[config.mk]
export PLATFORM = sky130hd
export DESIGN_NAME = touch_event_generator
export DESIGN_NICKNAME = d
export VERILOG_FILES = /design/src/rtl/tevg_pkg.sv /design/src/rtl/touch_event_generator.sv /design/src/rtl/tevg_scale.sv /design/src/rtl/tevg_datapath.sv /design/src/rtl/tevg_ctrl.sv
export SDC_FILE = /design/constraint.sdc
export NUM_CORES = 2
export LEC_CHECK = 0
export ABC_AREA = 0
export CAP_MARGIN = 20
export CORE_MARGIN = 2
export CORE_UTILIZATION = 55
export DETAILED_ROUTE_END_ITERATION = 12
export DONT_BUFFER_PORTS = 1
export PLACE_DENSITY = 0.69
export SYNTH_ARGS = -nofsm -noshare
export SYNTH_HDL_FRONTEND = slang
export SYNTH_SLANG_ARGS = --single-unit
[constraint.sdc]
create_clock -name clk -period 13.25 [get_ports clk]
set_clock_uncertainty 0.15 [all_clocks]
set_input_delay 1.325 -clock clk [delete_from_list [all_inputs] [get_ports clk]]
set_output_delay 1.325 -clock clk [all_outputs]
set_load 0.01 [all_outputs]
[src/rtl/tevg_pkg.sv]
// ----------------------------------------------------------------------------
// Touch event generator package
// Shared widths, register indexes, event codes and the control and status
// bundles that pass between the controller and the datapath.
// ----------------------------------------------------------------------------
package tevg_pkg;

    // Field widths
    localparam int RAW_W   = 12;
    localparam int SIZE_W  = 11;
    localparam int POS_W   = 12;
    localparam int THR_W   = 8;
    localparam int STAMP_W = 32;
    localparam int KIND_W  = 2;

    // Divider geometry: the product needs 24 signed bits, its magnitude 23.
    // Quotients of 2048 and up saturate, so only 11 quotient bits are formed.
    localparam int PROD_W  = RAW_W + 1 + SIZE_W;
    localparam int MAG_W   = PROD_W - 1;
    localparam int QBITS   = POS_W - 1;
    localparam int CNT_W   = $clog2(QBITS);

    // Stream payload widths
    localparam int S_DATA_W = 56;
    localparam int M_DATA_W = 56;

    // Register indexes on the configuration port
    localparam logic [2:0] REG_X_MIN  = 3'd0;
    localparam logic [2:0] REG_X_MAX  = 3'd1;
    localparam logic [2:0] REG_Y_MIN  = 3'd2;
    localparam logic [2:0] REG_Y_MAX  = 3'd3;
    localparam logic [2:0] REG_WIDTH  = 3'd4;
    localparam logic [2:0] REG_HEIGHT = 3'd5;
    localparam logic [2:0] REG_THRESH = 3'd6;

    // Register reset values
    localparam logic [RAW_W-1:0]  RST_X_MIN  = 12'd219;
    localparam logic [RAW_W-1:0]  RST_X_MAX  = 12'd3807;
    localparam logic [RAW_W-1:0]  RST_Y_MIN  = 12'd500;
    localparam logic [RAW_W-1:0]  RST_Y_MAX  = 12'd3660;
    localparam logic [SIZE_W-1:0] RST_WIDTH  = 11'd320;
    localparam logic [SIZE_W-1:0] RST_HEIGHT = 11'd240;
    localparam logic [THR_W-1:0]  RST_THRESH = 8'd2;

    // Event codes
    localparam logic [KIND_W-1:0] EV_START = 2'd0;
    localparam logic [KIND_W-1:0] EV_MOVE  = 2'd1;
    localparam logic [KIND_W-1:0] EV_END   = 2'd2;

    // Commands from the controller
    typedef struct packed {
        logic load;    // capture an accepted input word
        logic setup;   // form the scaled numerator and denominator
        logic prep;    // take magnitudes and seed the divider
        logic step;    // one restoring division step
        logic commit;  // update touch state and the output word
    } tevg_cmd_t;

    // Status back to the controller
    typedef struct packed {
        logic pressed; // latched touch flag of the current word
        logic emit;    // the current word produces an event
    } tevg_stat_t;

    // Configuration bundle
    typedef struct packed {
        logic [RAW_W-1:0]  x_min;
        logic [RAW_W-1:0]  x_max;
        logic [RAW_W-1:0]  y_min;
        logic [RAW_W-1:0]  y_max;
        logic [SIZE_W-1:0] width;
        logic [SIZE_W-1:0] height;
        logic [THR_W-1:0]  thresh;
    } tevg_cfg_t;

endpackage

[src/rtl/touch_event_generator.sv]
// ----------------------------------------------------------------------------
// Touch event generator
// Turns touch panel polls into start, move and end events with calibrated
// screen coordinates; holds the configuration registers behind the APB port.
// ----------------------------------------------------------------------------
// A touched word passes through capture, multiply, divider seeding, the
// 11-step divider and the commit; an untouched word skips seeding and the
// divider. A new input word is taken only after the last one commits.
// A waiting event word does not block acceptance of the next input word.
// Reset (rst_n, asynchronous, active low) clears the touch state, the stored
// point to -1, the stored time to 0, and loads the calibration defaults.
// ----------------------------------------------------------------------------
module touch_event_generator
    import tevg_pkg::*;
(
    input  logic                clk,
    input  logic                rst_n,
    // Input stream
    input  logic                s_tvalid,
    output logic                s_tready,
    input  logic [S_DATA_W-1:0] s_tdata,  // raw_x[11:0], raw_y[23:12], now_ms[55:24]
    input  logic                s_tuser,  // pressed
    // Event stream
    output logic                m_tvalid,
    input  logic                m_tready,
    output logic [M_DATA_W-1:0] m_tdata,  // pos_x[11:0], pos_y[23:12], stamp_ms[55:24]
    output logic [KIND_W-1:0]   m_tuser,  // event_kind
    // Configuration port
    input  logic                psel,
    input  logic                penable,
    input  logic                pwrite,
    input  logic [4:0]          paddr,
    input  logic [31:0]         pwdata,
    output logic [31:0]         prdata,
    output logic                pready
);

    tevg_cfg_t               cfg_reg;
    tevg_cmd_t               cmd;
    tevg_stat_t              stat;
    logic [2:0]              reg_idx;
    logic                    wr_en;
    logic signed [POS_W-1:0] pos_x;
    logic signed [POS_W-1:0] pos_y;
    logic [STAMP_W-1:0]      stamp_ms;

    assign pready  = 1'b1;
    assign reg_idx = paddr[4:2];
    assign wr_en   = psel && penable && pwrite;

    // Configuration register writes
    always_ff @(posedge clk or negedge rst_n)
    begin
        if (!rst_n)
        begin
            cfg_reg.x_min  <= RST_X_MIN;
            cfg_reg.x_max  <= RST_X_MAX;
            cfg_reg.y_min  <= RST_Y_MIN;
            cfg_reg.y_max  <= RST_Y_MAX;
            cfg_reg.width  <= RST_WIDTH;
            cfg_reg.height <= RST_HEIGHT;
            cfg_reg.thresh <= RST_THRESH;
        end
        else if (wr_en)
        begin
            case (reg_idx)
                REG_X_MIN:  cfg_reg.x_min  <= pwdata[RAW_W-1:0];
                REG_X_MAX:  cfg_reg.x_max  <= pwdata[RAW_W-1:0];
                REG_Y_MIN:  cfg_reg.y_min  <= pwdata[RAW_W-1:0];
                REG_Y_MAX:  cfg_reg.y_max  <= pwdata[RAW_W-1:0];
                REG_WIDTH:  cfg_reg.width  <= pwdata[SIZE_W-1:0];
                REG_HEIGHT: cfg_reg.height <= pwdata[SIZE_W-1:0];
                REG_THRESH: cfg_reg.thresh <= pwdata[THR_W-1:0];
                default:    ;
            endcase
        end
    end

    // Configuration register reads
    always_comb
    begin
        case (reg_idx)
            REG_X_MIN:  prdata = {{(32-RAW_W){1'b0}}, cfg_reg.x_min};
            REG_X_MAX:  prdata = {{(32-RAW_W){1'b0}}, cfg_reg.x_max};
            REG_Y_MIN:  prdata = {{(32-RAW_W){1'b0}}, cfg_reg.y_min};
            REG_Y_MAX:  prdata = {{(32-RAW_W){1'b0}}, cfg_reg.y_max};
            REG_WIDTH:  prdata = {{(32-SIZE_W){1'b0}}, cfg_reg.width};
            REG_HEIGHT: prdata = {{(32-SIZE_W){1'b0}}, cfg_reg.height};
            REG_THRESH: prdata = {{(32-THR_W){1'b0}}, cfg_reg.thresh};
            default:    prdata = '0;
        endcase
    end

    // Sequencer
    tevg_ctrl u_ctrl
    (
        .clk       (clk),
        .rst_n     (rst_n),
        .in_valid  (s_tvalid),
        .in_ready  (s_tready),
        .out_valid (m_tvalid),
        .out_ready (m_tready),
        .cmd       (cmd),
        .stat      (stat)
    );

    // Datapath
    tevg_datapath u_datapath
    (
        .clk        (clk),
        .rst_n      (rst_n),
        .cmd        (cmd),
        .stat       (stat),
        .cfg        (cfg_reg),
        .in_pressed (s_tuser),
        .in_raw_x   (s_tdata[11:0]),
        .in_raw_y   (s_tdata[23:12]),
        .in_now     (s_tdata[55:24]),
        .event_kind (m_tuser),
        .pos_x      (pos_x),
        .pos_y      (pos_y),
        .stamp_ms   (stamp_ms)
    );

    // Event word packing
    assign m_tdata = {stamp_ms, pos_y, pos_x};

endmodule

[src/rtl/tevg_scale.sv]
// ----------------------------------------------------------------------------
// Touch event generator axis scaler
// Maps one raw reading to a screen coordinate: (raw-min)*size/(max-min),
// truncated toward zero and saturated, using a bit-serial restoring divider.
// ----------------------------------------------------------------------------
module tevg_scale
    import tevg_pkg::*;
(
    input  logic                     clk,
    input  tevg_cmd_t                cmd,
    input  logic [RAW_W-1:0]         raw,
    input  logic [RAW_W-1:0]         lo,
    input  logic [RAW_W-1:0]         hi,
    input  logic [SIZE_W-1:0]        size,
    output logic signed [POS_W-1:0]  pos
);

    logic signed [PROD_W-1:0] num_reg;
    logic signed [RAW_W:0]    den_reg;
    logic [RAW_W-1:0]         den_mag_reg;
    logic [RAW_W-1:0]         rem_reg;
    logic [QBITS-1:0]         dvd_reg;
    logic [QBITS-1:0]         quo_reg;
    logic                     neg_reg;
    logic                     zero_reg;
    logic                     ovf_reg;

    logic signed [RAW_W:0]    diff;
    logic signed [RAW_W:0]    size_s;
    logic [PROD_W-1:0]        num_abs;
    logic [RAW_W:0]           den_abs;
    logic [MAG_W-1:0]         num_mag;
    logic [RAW_W-1:0]         den_mag;
    logic [RAW_W:0]           trial;
    logic [RAW_W+1:0]         sub;
    logic [POS_W-1:0]         q_ext;

    // Operand formation and magnitudes
    always_comb
    begin
        diff    = $signed({1'b0, raw}) - $signed({1'b0, lo});
        size_s  = $signed({2'b00, size});
        num_abs = num_reg[PROD_W-1] ? PROD_W'(-num_reg) : PROD_W'(num_reg);
        den_abs = den_reg[RAW_W] ? (RAW_W+1)'(-den_reg) : (RAW_W+1)'(den_reg);
        num_mag = num_abs[MAG_W-1:0];
        den_mag = den_abs[RAW_W-1:0];
        trial   = {rem_reg, dvd_reg[QBITS-1]};
        sub     = {1'b0, trial} - {2'b00, den_mag_reg};
    end

    // Multiply, seed and divide
    always_ff @(posedge clk)
    begin
        if (cmd.setup)
        begin
            num_reg <= PROD_W'(diff) * PROD_W'(size_s);
            den_reg <= $signed({1'b0, hi}) - $signed({1'b0, lo});
        end
        else if (cmd.prep)
        begin
            den_mag_reg <= den_mag;
            neg_reg     <= num_reg[PROD_W-1] ^ den_reg[RAW_W];
            zero_reg    <= (den_reg == '0);
            ovf_reg     <= (num_mag >= {den_mag, {QBITS{1'b0}}});
            rem_reg     <= num_mag[MAG_W-1:QBITS];
            dvd_reg     <= num_mag[QBITS-1:0];
            quo_reg     <= '0;
        end
        else if (cmd.step)
        begin
            if (!sub[RAW_W+1])
            begin
                rem_reg <= sub[RAW_W-1:0];
            end
            else
            begin
                rem_reg <= trial[RAW_W-1:0];
            end
            quo_reg <= {quo_reg[QBITS-2:0], ~sub[RAW_W+1]};
            dvd_reg <= {dvd_reg[QBITS-2:0], 1'b0};
        end
    end

    // Sign and saturation
    always_comb
    begin
        q_ext = {1'b0, quo_reg};
        if (zero_reg)
        begin
            pos = '0;
        end
        else if (ovf_reg)
        begin
            pos = neg_reg ? {1'b1, {(POS_W-1){1'b0}}} : {1'b0, {(POS_W-1){1'b1}}};
        end
        else if (neg_reg)
        begin
            pos = POS_W'(-q_ext);
        end
        else
        begin
            pos = q_ext;
        end
    end

endmodule

[src/rtl/tevg_datapath.sv]
// ----------------------------------------------------------------------------
// Touch event generator datapath
// Holds the input word, both axis scalers, the touch state and the output
// word, and decides whether the current poll produces an event.
// ----------------------------------------------------------------------------
module tevg_datapath
    import tevg_pkg::*;
(
    input  logic                    clk,
    input  logic                    rst_n,
    input  tevg_cmd_t               cmd,
    output tevg_stat_t              stat,
    input  tevg_cfg_t               cfg,
    input  logic                    in_pressed,
    input  logic [RAW_W-1:0]        in_raw_x,
    input  logic [RAW_W-1:0]        in_raw_y,
    input  logic [STAMP_W-1:0]      in_now,
    output logic [KIND_W-1:0]       event_kind,
    output logic signed [POS_W-1:0] pos_x,
    output logic signed [POS_W-1:0] pos_y,
    output logic [STAMP_W-1:0]      stamp_ms
);

    logic                    pressed_reg;
    logic [RAW_W-1:0]        raw_x_reg;
    logic [RAW_W-1:0]        raw_y_reg;
    logic [STAMP_W-1:0]      now_reg;

    logic                    active_reg;
    logic signed [POS_W-1:0] prev_x_reg;
    logic signed [POS_W-1:0] prev_y_reg;
    logic [STAMP_W-1:0]      tstamp_reg;

    logic [KIND_W-1:0]       kind_reg;
    logic signed [POS_W-1:0] out_x_reg;
    logic signed [POS_W-1:0] out_y_reg;
    logic [STAMP_W-1:0]      out_t_reg;

    logic signed [POS_W-1:0] sx;
    logic signed [POS_W-1:0] sy;
    logic signed [POS_W:0]   dx;
    logic signed [POS_W:0]   dy;
    logic [POS_W:0]          adx;
    logic [POS_W:0]          ady;
    logic                    far;
    logic                    emit;
    logic [KIND_W-1:0]       kind_next;
    logic signed [POS_W-1:0] ev_x;
    logic signed [POS_W-1:0] ev_y;
    logic [STAMP_W-1:0]      ev_t;

    // Input word capture
    always_ff @(posedge clk)
    begin
        if (cmd.load)
        begin
            pressed_reg <= in_pressed;
            raw_x_reg   <= in_raw_x;
            raw_y_reg   <= in_raw_y;
            now_reg     <= in_now;
        end
    end

    // Axis scalers
    tevg_scale u_scale_x
    (
        .clk  (clk),
        .cmd  (cmd),
        .raw  (raw_x_reg),
        .lo   (cfg.x_min),
        .hi   (cfg.x_max),
        .size (cfg.width),
        .pos  (sx)
    );

    tevg_scale u_scale_y
    (
        .clk  (clk),
        .cmd  (cmd),
        .raw  (raw_y_reg),
        .lo   (cfg.y_min),
        .hi   (cfg.y_max),
        .size (cfg.height),
        .pos  (sy)
    );

    // Movement test and event selection
    always_comb
    begin
        dx  = $signed({sx[POS_W-1], sx}) - $signed({prev_x_reg[POS_W-1], prev_x_reg});
        dy  = $signed({sy[POS_W-1], sy}) - $signed({prev_y_reg[POS_W-1], prev_y_reg});
        adx = dx[POS_W] ? (POS_W+1)'(-dx) : (POS_W+1)'(dx);
        ady = dy[POS_W] ? (POS_W+1)'(-dy) : (POS_W+1)'(dy);
        far = (adx > {{(POS_W+1-THR_W){1'b0}}, cfg.thresh}) ||
              (ady > {{(POS_W+1-THR_W){1'b0}}, cfg.thresh});
        if (!pressed_reg)
        begin
            emit      = active_reg;
            kind_next = EV_END;
            ev_x      = prev_x_reg;
            ev_y      = prev_y_reg;
            ev_t      = tstamp_reg;
        end
        else
        begin
            emit      = !active_reg || far;
            kind_next = active_reg ? EV_MOVE : EV_START;
            ev_x      = sx;
            ev_y      = sy;
            ev_t      = now_reg;
        end
    end

    // Touch state
    always_ff @(posedge clk or negedge rst_n)
    begin
        if (!rst_n)
        begin
            active_reg <= 1'b0;
            prev_x_reg <= '1;
            prev_y_reg <= '1;
            tstamp_reg <= '0;
        end
        else if (cmd.commit)
        begin
            active_reg <= pressed_reg;
            if (pressed_reg)
            begin
                tstamp_reg <= now_reg;
                if (emit)
                begin
                    prev_x_reg <= sx;
                    prev_y_reg <= sy;
                end
            end
        end
    end

    // Output word
    always_ff @(posedge clk)
    begin
        if (cmd.commit && emit)
        begin
            kind_reg  <= kind_next;
            out_x_reg <= ev_x;
            out_y_reg <= ev_y;
            out_t_reg <= ev_t;
        end
    end

    assign stat.pressed = pressed_reg;
    assign stat.emit    = emit;
    assign event_kind   = kind_reg;
    assign pos_x        = out_x_reg;
    assign pos_y        = out_y_reg;
    assign stamp_ms     = out_t_reg;

endmodule

[src/rtl/tevg_ctrl.sv]
// ----------------------------------------------------------------------------
// Touch event generator controller
// Sequences capture, multiply, divider seeding, the division steps (touched
// polls only) and the commit of each poll; owns the output word's valid flag.
// ----------------------------------------------------------------------------
module tevg_ctrl
    import tevg_pkg::*;
(
    input  logic       clk,
    input  logic       rst_n,
    input  logic       in_valid,
    output logic       in_ready,
    output logic       out_valid,
    input  logic       out_ready,
    output tevg_cmd_t  cmd,
    input  tevg_stat_t stat
);

    typedef enum logic [4:0] {
        ST_IDLE   = 5'b00001,
        ST_MUL    = 5'b00010,
        ST_PREP   = 5'b00100,
        ST_DIV    = 5'b01000,
        ST_DECIDE = 5'b10000
    } state_t;

    state_t           state_reg;
    state_t           state_next;
    logic [CNT_W-1:0] cnt_reg;
    logic [CNT_W-1:0] cnt_next;
    logic             vld_reg;
    logic             vld_next;
    logic             slot_free;

    // Next state and commands
    always_comb
    begin
        state_next = state_reg;
        cnt_next   = cnt_reg;
        cmd        = '0;
        slot_free  = !vld_reg || out_ready;
        case (state_reg)
            ST_IDLE:
            begin
                if (in_valid)
                begin
                    cmd.load   = 1'b1;
                    state_next = ST_MUL;
                end
            end
            ST_MUL:
            begin
                cmd.setup  = 1'b1;
                state_next = stat.pressed ? ST_PREP : ST_DECIDE;
            end
            ST_PREP:
            begin
                cmd.prep   = 1'b1;
                cnt_next   = CNT_W'(QBITS - 1);
                state_next = ST_DIV;
            end
            ST_DIV:
            begin
                cmd.step = 1'b1;
                cnt_next = cnt_reg - 1'b1;
                if (cnt_reg == '0)
                begin
                    state_next = ST_DECIDE;
                end
            end
            ST_DECIDE:
            begin
                if (slot_free)
                begin
                    cmd.commit = 1'b1;
                    state_next = ST_IDLE;
                end
            end
            default:
            begin
                state_next = ST_IDLE;
            end
        endcase
    end

    // Output valid flag: set on an emitting commit, cleared when taken
    always_comb
    begin
        vld_next = vld_reg;
        if (cmd.commit && stat.emit)
        begin
            vld_next = 1'b1;
        end
        else if (out_ready)
        begin
            vld_next = 1'b0;
        end
    end

    always_ff @(posedge clk or negedge rst_n)
    begin
        if (!rst_n)
        begin
            state_reg <= ST_IDLE;
            cnt_reg   <= '0;
            vld_reg   <= 1'b0;
        end
        else
        begin
            state_reg <= state_next;
            cnt_reg   <= cnt_next;
            vld_reg   <= vld_next;
        end
    end

    assign in_ready  = (state_reg == ST_IDLE);
    assign out_valid = vld_reg;

endmodule

Word-level counts from Yosys, hierarchy flattened
Cells that the tools add are included.

storage, ports and cells
  flip-flop bits (word level) = 432
  latch bits = 0
  RAM bits = 0
  memory bits (read-only) = 0
  input bits = 101
  output and inout bits = 93
  logic and storage cells = 155
  memories = 0

operators by class
  $add $sub $neg = 17
  $mul = 2
  divide/modulo/power cells = 0
  order comparisons = 4
  equality and inequality tests = 14
  shifts and indexed selects = 0
  mux-type cells = 47
  bitwise operators = 5
  reductions and logical operators = 26

operators with widths
  kind                                                                   count
  12-bit 2-to-1 mux                                                      18
  12-bit case mux with 7 select lines                                    1
  12-bit by 12-bit subtractor with 13-bit output                         6
  11-bit 2-to-1 mux                                                      6
  13-bit by 12-bit multiplier with 24-bit output                         2
  23-bit >= comparator                                                   2
  23-bit 2-to-1 mux                                                      2
  23-bit negator                                                         2
  32-bit 2-to-1 mux                                                      1
  13-bit by 12-bit subtractor with 14-bit output                         2
  13-bit by 8-bit greater-than comparator with 1-bit output              2
  13-bit logical NOT                                                     2
  13-bit 2-to-1 mux                                                      2
  13-bit negator                                                         2
  5-bit case mux with 5 select lines                                     1
  11-bit negator with 12-bit output                                      2
  12-bit negator                                                         2
  5-bit 2-to-1 mux                                                       4
  2-bit AND reduction                                                    9
  1-bit 2-to-1 mux                                                       11
  3-bit equality test, second input constant                             3
  4-bit case mux with 2 select lines                                     1
  3-bit by 2-bit equality test with 1-bit output, second input constant  2
  3-bit AND reduction                                                    2
  17 further kinds                                                       28

Depth between registers and ports, before layout
  word-level depth = 13
  depth in mapped cells = 33
  mapped depth without buffers = 31

Hierarchy
From an unflattened synthesis, not the netlist that was laid out.

second synthesis, totals
  cell total of the unflattened synthesis = 3567
  area total of the unflattened synthesis = 36434.9 um2

by module, submodules not included
  module                              instances  cells each  area an instance (um2)  sequential area each (um2)
  tevg_scale at u_datapath.u_scale_y  1          1286        11672.4                 2582.5
  tevg_scale at u_datapath.u_scale_x  1          1278        11602.4                 2582.5
  tevg_datapath                       1          661         8664.6                  4909.7
  touch_event_generator               1          278         3857.4                  1995.7
  tevg_ctrl                           1          64          638.1                   251.5

Least setup slack after synthesis
OpenSTA, ideal clock, no wires.

  path kind = register -> register
  start point = register u_datapath.u_scale_y.quo_reg[0]
  end point = register u_datapath.kind_reg[0] (netlist: u_datapath.event_kind[0]) (enable)
  setup time = 545 ps
  arrival = 8745 ps
  required time = 12555 ps
  slack = 3810 ps
  stages on the path, launching flop included = 27
  buffers on the path = 0
  clock period less this slack = 9440 ps
  cell sequence = edfxtp_1 -> inv_1 -> ha_1 -> nand2_1 -> or3_1 -> or3_1 -> or3_1 -> a21o_1 -> a211oi_1 -> ha_1 -> inv_1 -> nor2_1 -> o2bb2ai_1 -> a31oi_1 -> a21oi_1 -> mux2_2 -> ha_1 -> nor2b_1 -> o21a_1 -> o21a_1 -> o21ai_0 -> a21oi_1 -> a21oi_1 -> and3_1 -> nand4bb_1 -> nor3_1 -> nor3_1

between the ends
  cells in the longest elaborated chain, start to end = 12

RTL lines
  what                                                           RTL line              RTL
  start, declared                                                tevg_scale.sv:23      logic [QBITS-1:0] quo_reg;
  start signal, assigned                                         tevg_scale.sv:79      quo_reg <= {quo_reg[QBITS-2:0], ~sub[RAW_W+1]};
  11-bit negator with 12-bit output (*)                          tevg_scale.sv:98      pos = POS_W'(-q_ext);
  12-bit 2-to-1 mux (*)                                          tevg_scale.sv:96      else if (neg_reg)
  12-bit 2-to-1 mux (*)                                          tevg_scale.sv:92      else if (ovf_reg)
  12-bit 2-to-1 mux (*)                                          tevg_scale.sv:88      if (zero_reg)
  named net u_datapath.sy[10]                                    tevg_datapath.sv:40   logic signed [POS_W-1:0] sy;
  12-bit by 12-bit subtractor with 13-bit output (*)             tevg_datapath.sv:91   dy = $signed({sy[POS_W-1], sy}) - $signed({prev_y_reg[POS_W-1], prev_y_reg});
  13-bit negator                                                 tevg_datapath.sv:93   ady = dy[POS_W] ? (POS_W+1)'(-dy) : (POS_W+1)'(dy);
  13-bit 2-to-1 mux (*)                                          tevg_datapath.sv:93
  13-bit by 8-bit greater-than comparator with 1-bit output (*)  tevg_datapath.sv:95   (ady > {{(POS_W+1-THR_W){1'b0}}, cfg.thresh});
  1-bit logical OR (*)                                           tevg_datapath.sv:94   far = (adx > {{(POS_W+1-THR_W){1'b0}}, cfg.thresh}) ||
  1-bit logical OR (*)                                           tevg_datapath.sv:106  emit = !active_reg || far;
  1-bit 2-to-1 mux (*)                                           tevg_datapath.sv:96   if (!pressed_reg)
  1-bit logical AND (*)                                          tevg_datapath.sv:142  if (cmd.commit && emit)
  end signal, assigned                                           tevg_datapath.sv:144  kind_reg <= kind_next;
  end, declared                                                  tevg_datapath.sv:34   logic [KIND_W-1:0] kind_reg;

Mark *: on every way through the listed nets, which the timed path passes. The rest lies on a longest branch.
A chain may end at the register's enable or synchronous reset.

Final worst setup path
  start point = register cfg_reg[44] (netlist bit)
  end point = register u_datapath.u_scale_y.num_reg[22] (data pin)

between the ends
  cells in the longest elaborated chain, start to end = 2

RTL lines
  what                                            RTL line                     RTL
  start, declared                                 touch_event_generator.sv:38  tevg_cfg_t cfg_reg;
  12-bit by 12-bit subtractor with 13-bit output  tevg_scale.sv:41             diff = $signed({1'b0, raw}) - $signed({1'b0, lo});
  13-bit by 12-bit multiplier with 24-bit output  tevg_scale.sv:56             num_reg <= PROD_W'(diff) * PROD_W'(size_s);
  end signal, assigned                            tevg_scale.sv:56
  end, declared                                   tevg_scale.sv:18             logic signed [PROD_W-1:0] num_reg;

No other way between the ends.

==> results.toml <==
[yosys]
dominantRegCellSynth = "sky130_fd_sc_hd__edfxtp_1"
synth.mux.area_fraction = 0.07526
synthDistinctLibCells = 87
synth_top_family_by_area = "adder cells"
synth.avg_cell_area_sq_um = 10.17
postSynth.asyncResetShare = 0.3356
syn_inst = 3502
post_synth_and_or_nand_nor_area_fraction = 0.1273
synth_warnings = 0
ys_seq_area_frac = 0.3460
synth-edff-count = 287
synthXorXnorAreaFrac = 0.04353
post_synth_instance_area_sq_um = 35610
synth_seq_cells = 432
post_synth_fa_ha_maj_area_fraction = 0.2410
area_fraction_in_compound_gates_after_synthesis = 0.09064

[worst_setup_path]
crit_path_start_kind = "register"
worst-endpoint-required_ns = 13.42
rrSetupSlack_ns = 4.78
crit_path_top_delay_cell = "sky130_fd_sc_hd__xnor2_1"
count_of_buffering_cells_on_the_critical_path_with_inverters_included = 2
setup.worst_path.end_class = "register"
criticalPathCategory = "reg -> reg"
critical-path-top-delay-family = "adder cells"
critical_path.most_common_cell = "sky130_fd_sc_hd__fa_1"
worst-path-max-fanout = 11
arrival_ns = 8.64
cp_slowest_stage_delay_ns = 0.82

[clock_network]
postCtsHoldBufs = 0
cts_tree = "built"
cts_htree_levels = 2
post-cts-setup-buffer-count = 0
post_cts.resized_instances = 0
clock_insertion_delay_worst_skew_ns = 0.62
clk_root_buffer_cell = "sky130_fd_sc_hd__clkbuf_16"
deepest_clock_path_buffer_count = 3
tritoncts.num_buffers = 48
cts.reportedPaths.clkPinSlew_ns = 0.06
cts.sink_count = 432

[route]
route.vias.total = 23660
drt_iter0_drc = 1527
total_routed_wirelength_um = 74370
wl_per_cell_um = 17.12
postRouteAntennaNets = 0
drc = 0
post_drt_via_cell_ratio = 5.446
detailedRoute.firstPassIterationCount = 7

[floorplan]
design.portCount = 194
die_height_um = 258.5
total_number_of_placement_rows = 93
die_w_um = 258.5
floorplan.die_area_sq_um = 66800
core_sq_um = 64230
start_util = 0.5544

[sta]
fin_crit_sh = 0.6393
max_slew.worst_pin.slew_ns = 1.042
period_needed_ns = 8.471
setup_viol_count_final = 0
tns_ns = 0
clock.fmax_ghz = 0.1181
final-hold-violation-count = 0
timing.max_slew.rel_slack = 0.3001
report.final.slew_viol_count = 0
setup_repair_after_global_routing_missed_its_margin = "false"

[grt]
global_route_wire_length_before_repair_um = 122300
grt_start_max_net_pins = 146
via_count_of_the_first_global_routing_pass = 23470
antenna_found_initial = 2
grt_usage = 0.2272
grt_overflow_total = 0

[finish]
register_area_sq_um = 12320
final_nets = 4072
layout-area-overhead-vs-synth_pct = 6.605
layout-drive-gt1-share = 0.1064
footprint_of_the_multi_input_gates_sq_um = 20700
fillerInstances = 5461
largest_register_ffs = 78

[worst_hold_path]
hold_class = "in -> async"

[placed_design]
io_buffers = 0
gp_congestion = 0.8600
dp_hpwl_um = 55890

[job]
max_cap_viol_count = 0

[status]
run_status = "complete, no violations"
## synthesized netlist by cell type (60+ instances only)
master                     count  area (sq um)
sky130_fd_sc_hd__inv_1       532          1997
sky130_fd_sc_hd__nand2_1     365          1370
sky130_fd_sc_hd__edfxtp_1    287          8618
sky130_fd_sc_hd__fa_1        270          5405
sky130_fd_sc_hd__ha_1        254          3178
sky130_fd_sc_hd__nor2_1      199         747.0
sky130_fd_sc_hd__o21ai_0     171         855.8
sky130_fd_sc_hd__mux2_2      157          1768
sky130_fd_sc_hd__xnor2_1     115          1007
sky130_fd_sc_hd__clkbuf_1    102         382.9
sky130_fd_sc_hd__a21oi_1     101         505.5
sky130_fd_sc_hd__and2_1       94         588.1
sky130_fd_sc_hd__dfrtp_1      85          2127
sky130_fd_sc_hd__nor2b_1      72         450.4
sky130_fd_sc_hd__xor2_1       62         543.0
sky130_fd_sc_hd__dfstp_2      60          1577
## through the flow
stage | util | hold slack (ns) | cells | cell area (sq um) | worst slack (ns)
floorplan | - | 0.3149 | 3521 | 35680 | 3.810
global placement | 0.5643 | 0.3279 | 4251 | 36250 | 4.880
detailed placement | 0.5643 | 0.3420 | 4251 | 36250 | 4.741
CTS | 0.5909 | 0.2295 | 4341 | 37950 | 4.705
global route | 0.5911 | 0.2571 | 4344 | 37970 | 4.064
finish | 0.5911 | 0.2980 | 4344 | 37970 | 4.779
## layer usage
layer,vias to the layer above,global-route usage,share of wire
met3,103,0.03736,0.055
li1,11520,-,-
met1,11550,0.3210,0.46
met4,0,0.06920,0.027
met2,483,0.3616,0.46
met5,-,0,0
## final timing paths
kind | from | end | cells past startpoint
setup / recovery | cfg_reg[44] | u_datapath.u_scale_y.num_reg[22] | 26
hold / removal | rst_n | u_datapath.tstamp_reg[31] | 0
setup reg to reg | cfg_reg[44] | u_datapath.u_scale_y.num_reg[22] | 26
hold reg to reg | u_datapath.tstamp_reg[18] | u_datapath.tstamp_reg[18] | 1
max in group asynchronous | rst_n | cfg_reg[49] | 0
min in group clk | u_datapath.tstamp_reg[18] | u_datapath.tstamp_reg[18] | 1
## layout by cell type, fill, tap and decap left out, types with 21 or more instances in the layout
| master | instances |
|---|---|
| sky130_fd_sc_hd__dfstp_2 | 60 |
| sky130_fd_sc_hd__nor2b_1 | 72 |
| sky130_fd_sc_hd__or3_1 | 31 |
| sky130_fd_sc_hd__mux2_2 | 157 |
| sky130_fd_sc_hd__conb_1 | 21 |
| sky130_fd_sc_hd__inv_1 | 530 |
| sky130_fd_sc_hd__fa_1 | 270 |
| sky130_fd_sc_hd__buf_4 | 22 |
| sky130_fd_sc_hd__xnor2_1 | 115 |
| sky130_fd_sc_hd__nor2_1 | 198 |
| sky130_fd_sc_hd__xor2_1 | 62 |
| sky130_fd_sc_hd__nand2_1 | 364 |
| sky130_fd_sc_hd__and2_1 | 94 |
| sky130_fd_sc_hd__a21o_1 | 34 |
| sky130_fd_sc_hd__dfrtp_1 | 85 |
| sky130_fd_sc_hd__a21boi_0 | 23 |
| sky130_fd_sc_hd__o21ai_0 | 171 |
| sky130_fd_sc_hd__nor3_1 | 36 |
| sky130_fd_sc_hd__a21oi_1 | 101 |
| sky130_fd_sc_hd__clkbuf_16 | 50 |
| sky130_fd_sc_hd__mux2i_1 | 42 |
| sky130_fd_sc_hd__nand2b_1 | 55 |
| sky130_fd_sc_hd__edfxtp_1 | 287 |
| sky130_fd_sc_hd__ha_1 | 254 |
| sky130_fd_sc_hd__o21a_1 | 27 |
## cells by family after synthesis
group           after synthesis
compound gates              508
xor+xnor                    177
fa+ha+maj                   524
buf+inv                     679
flops                       432
mux                         228
other cells                   2
simple gates                952
## area by class of cell
cell class	count	area share
multi-input cells	2410	0.5452
flip-flops and latches	432	0.3246
inverters	533	0.05270
clock buffers	71	0.03750
well taps	855	0.02818
clock inverters	19	0.007415
repair buffers	22	0.004350
diodes	2	0.0001318
Power is not shown: default switching activity piles up to over one toggle a cycle in this logic, so the estimate is an artifact.
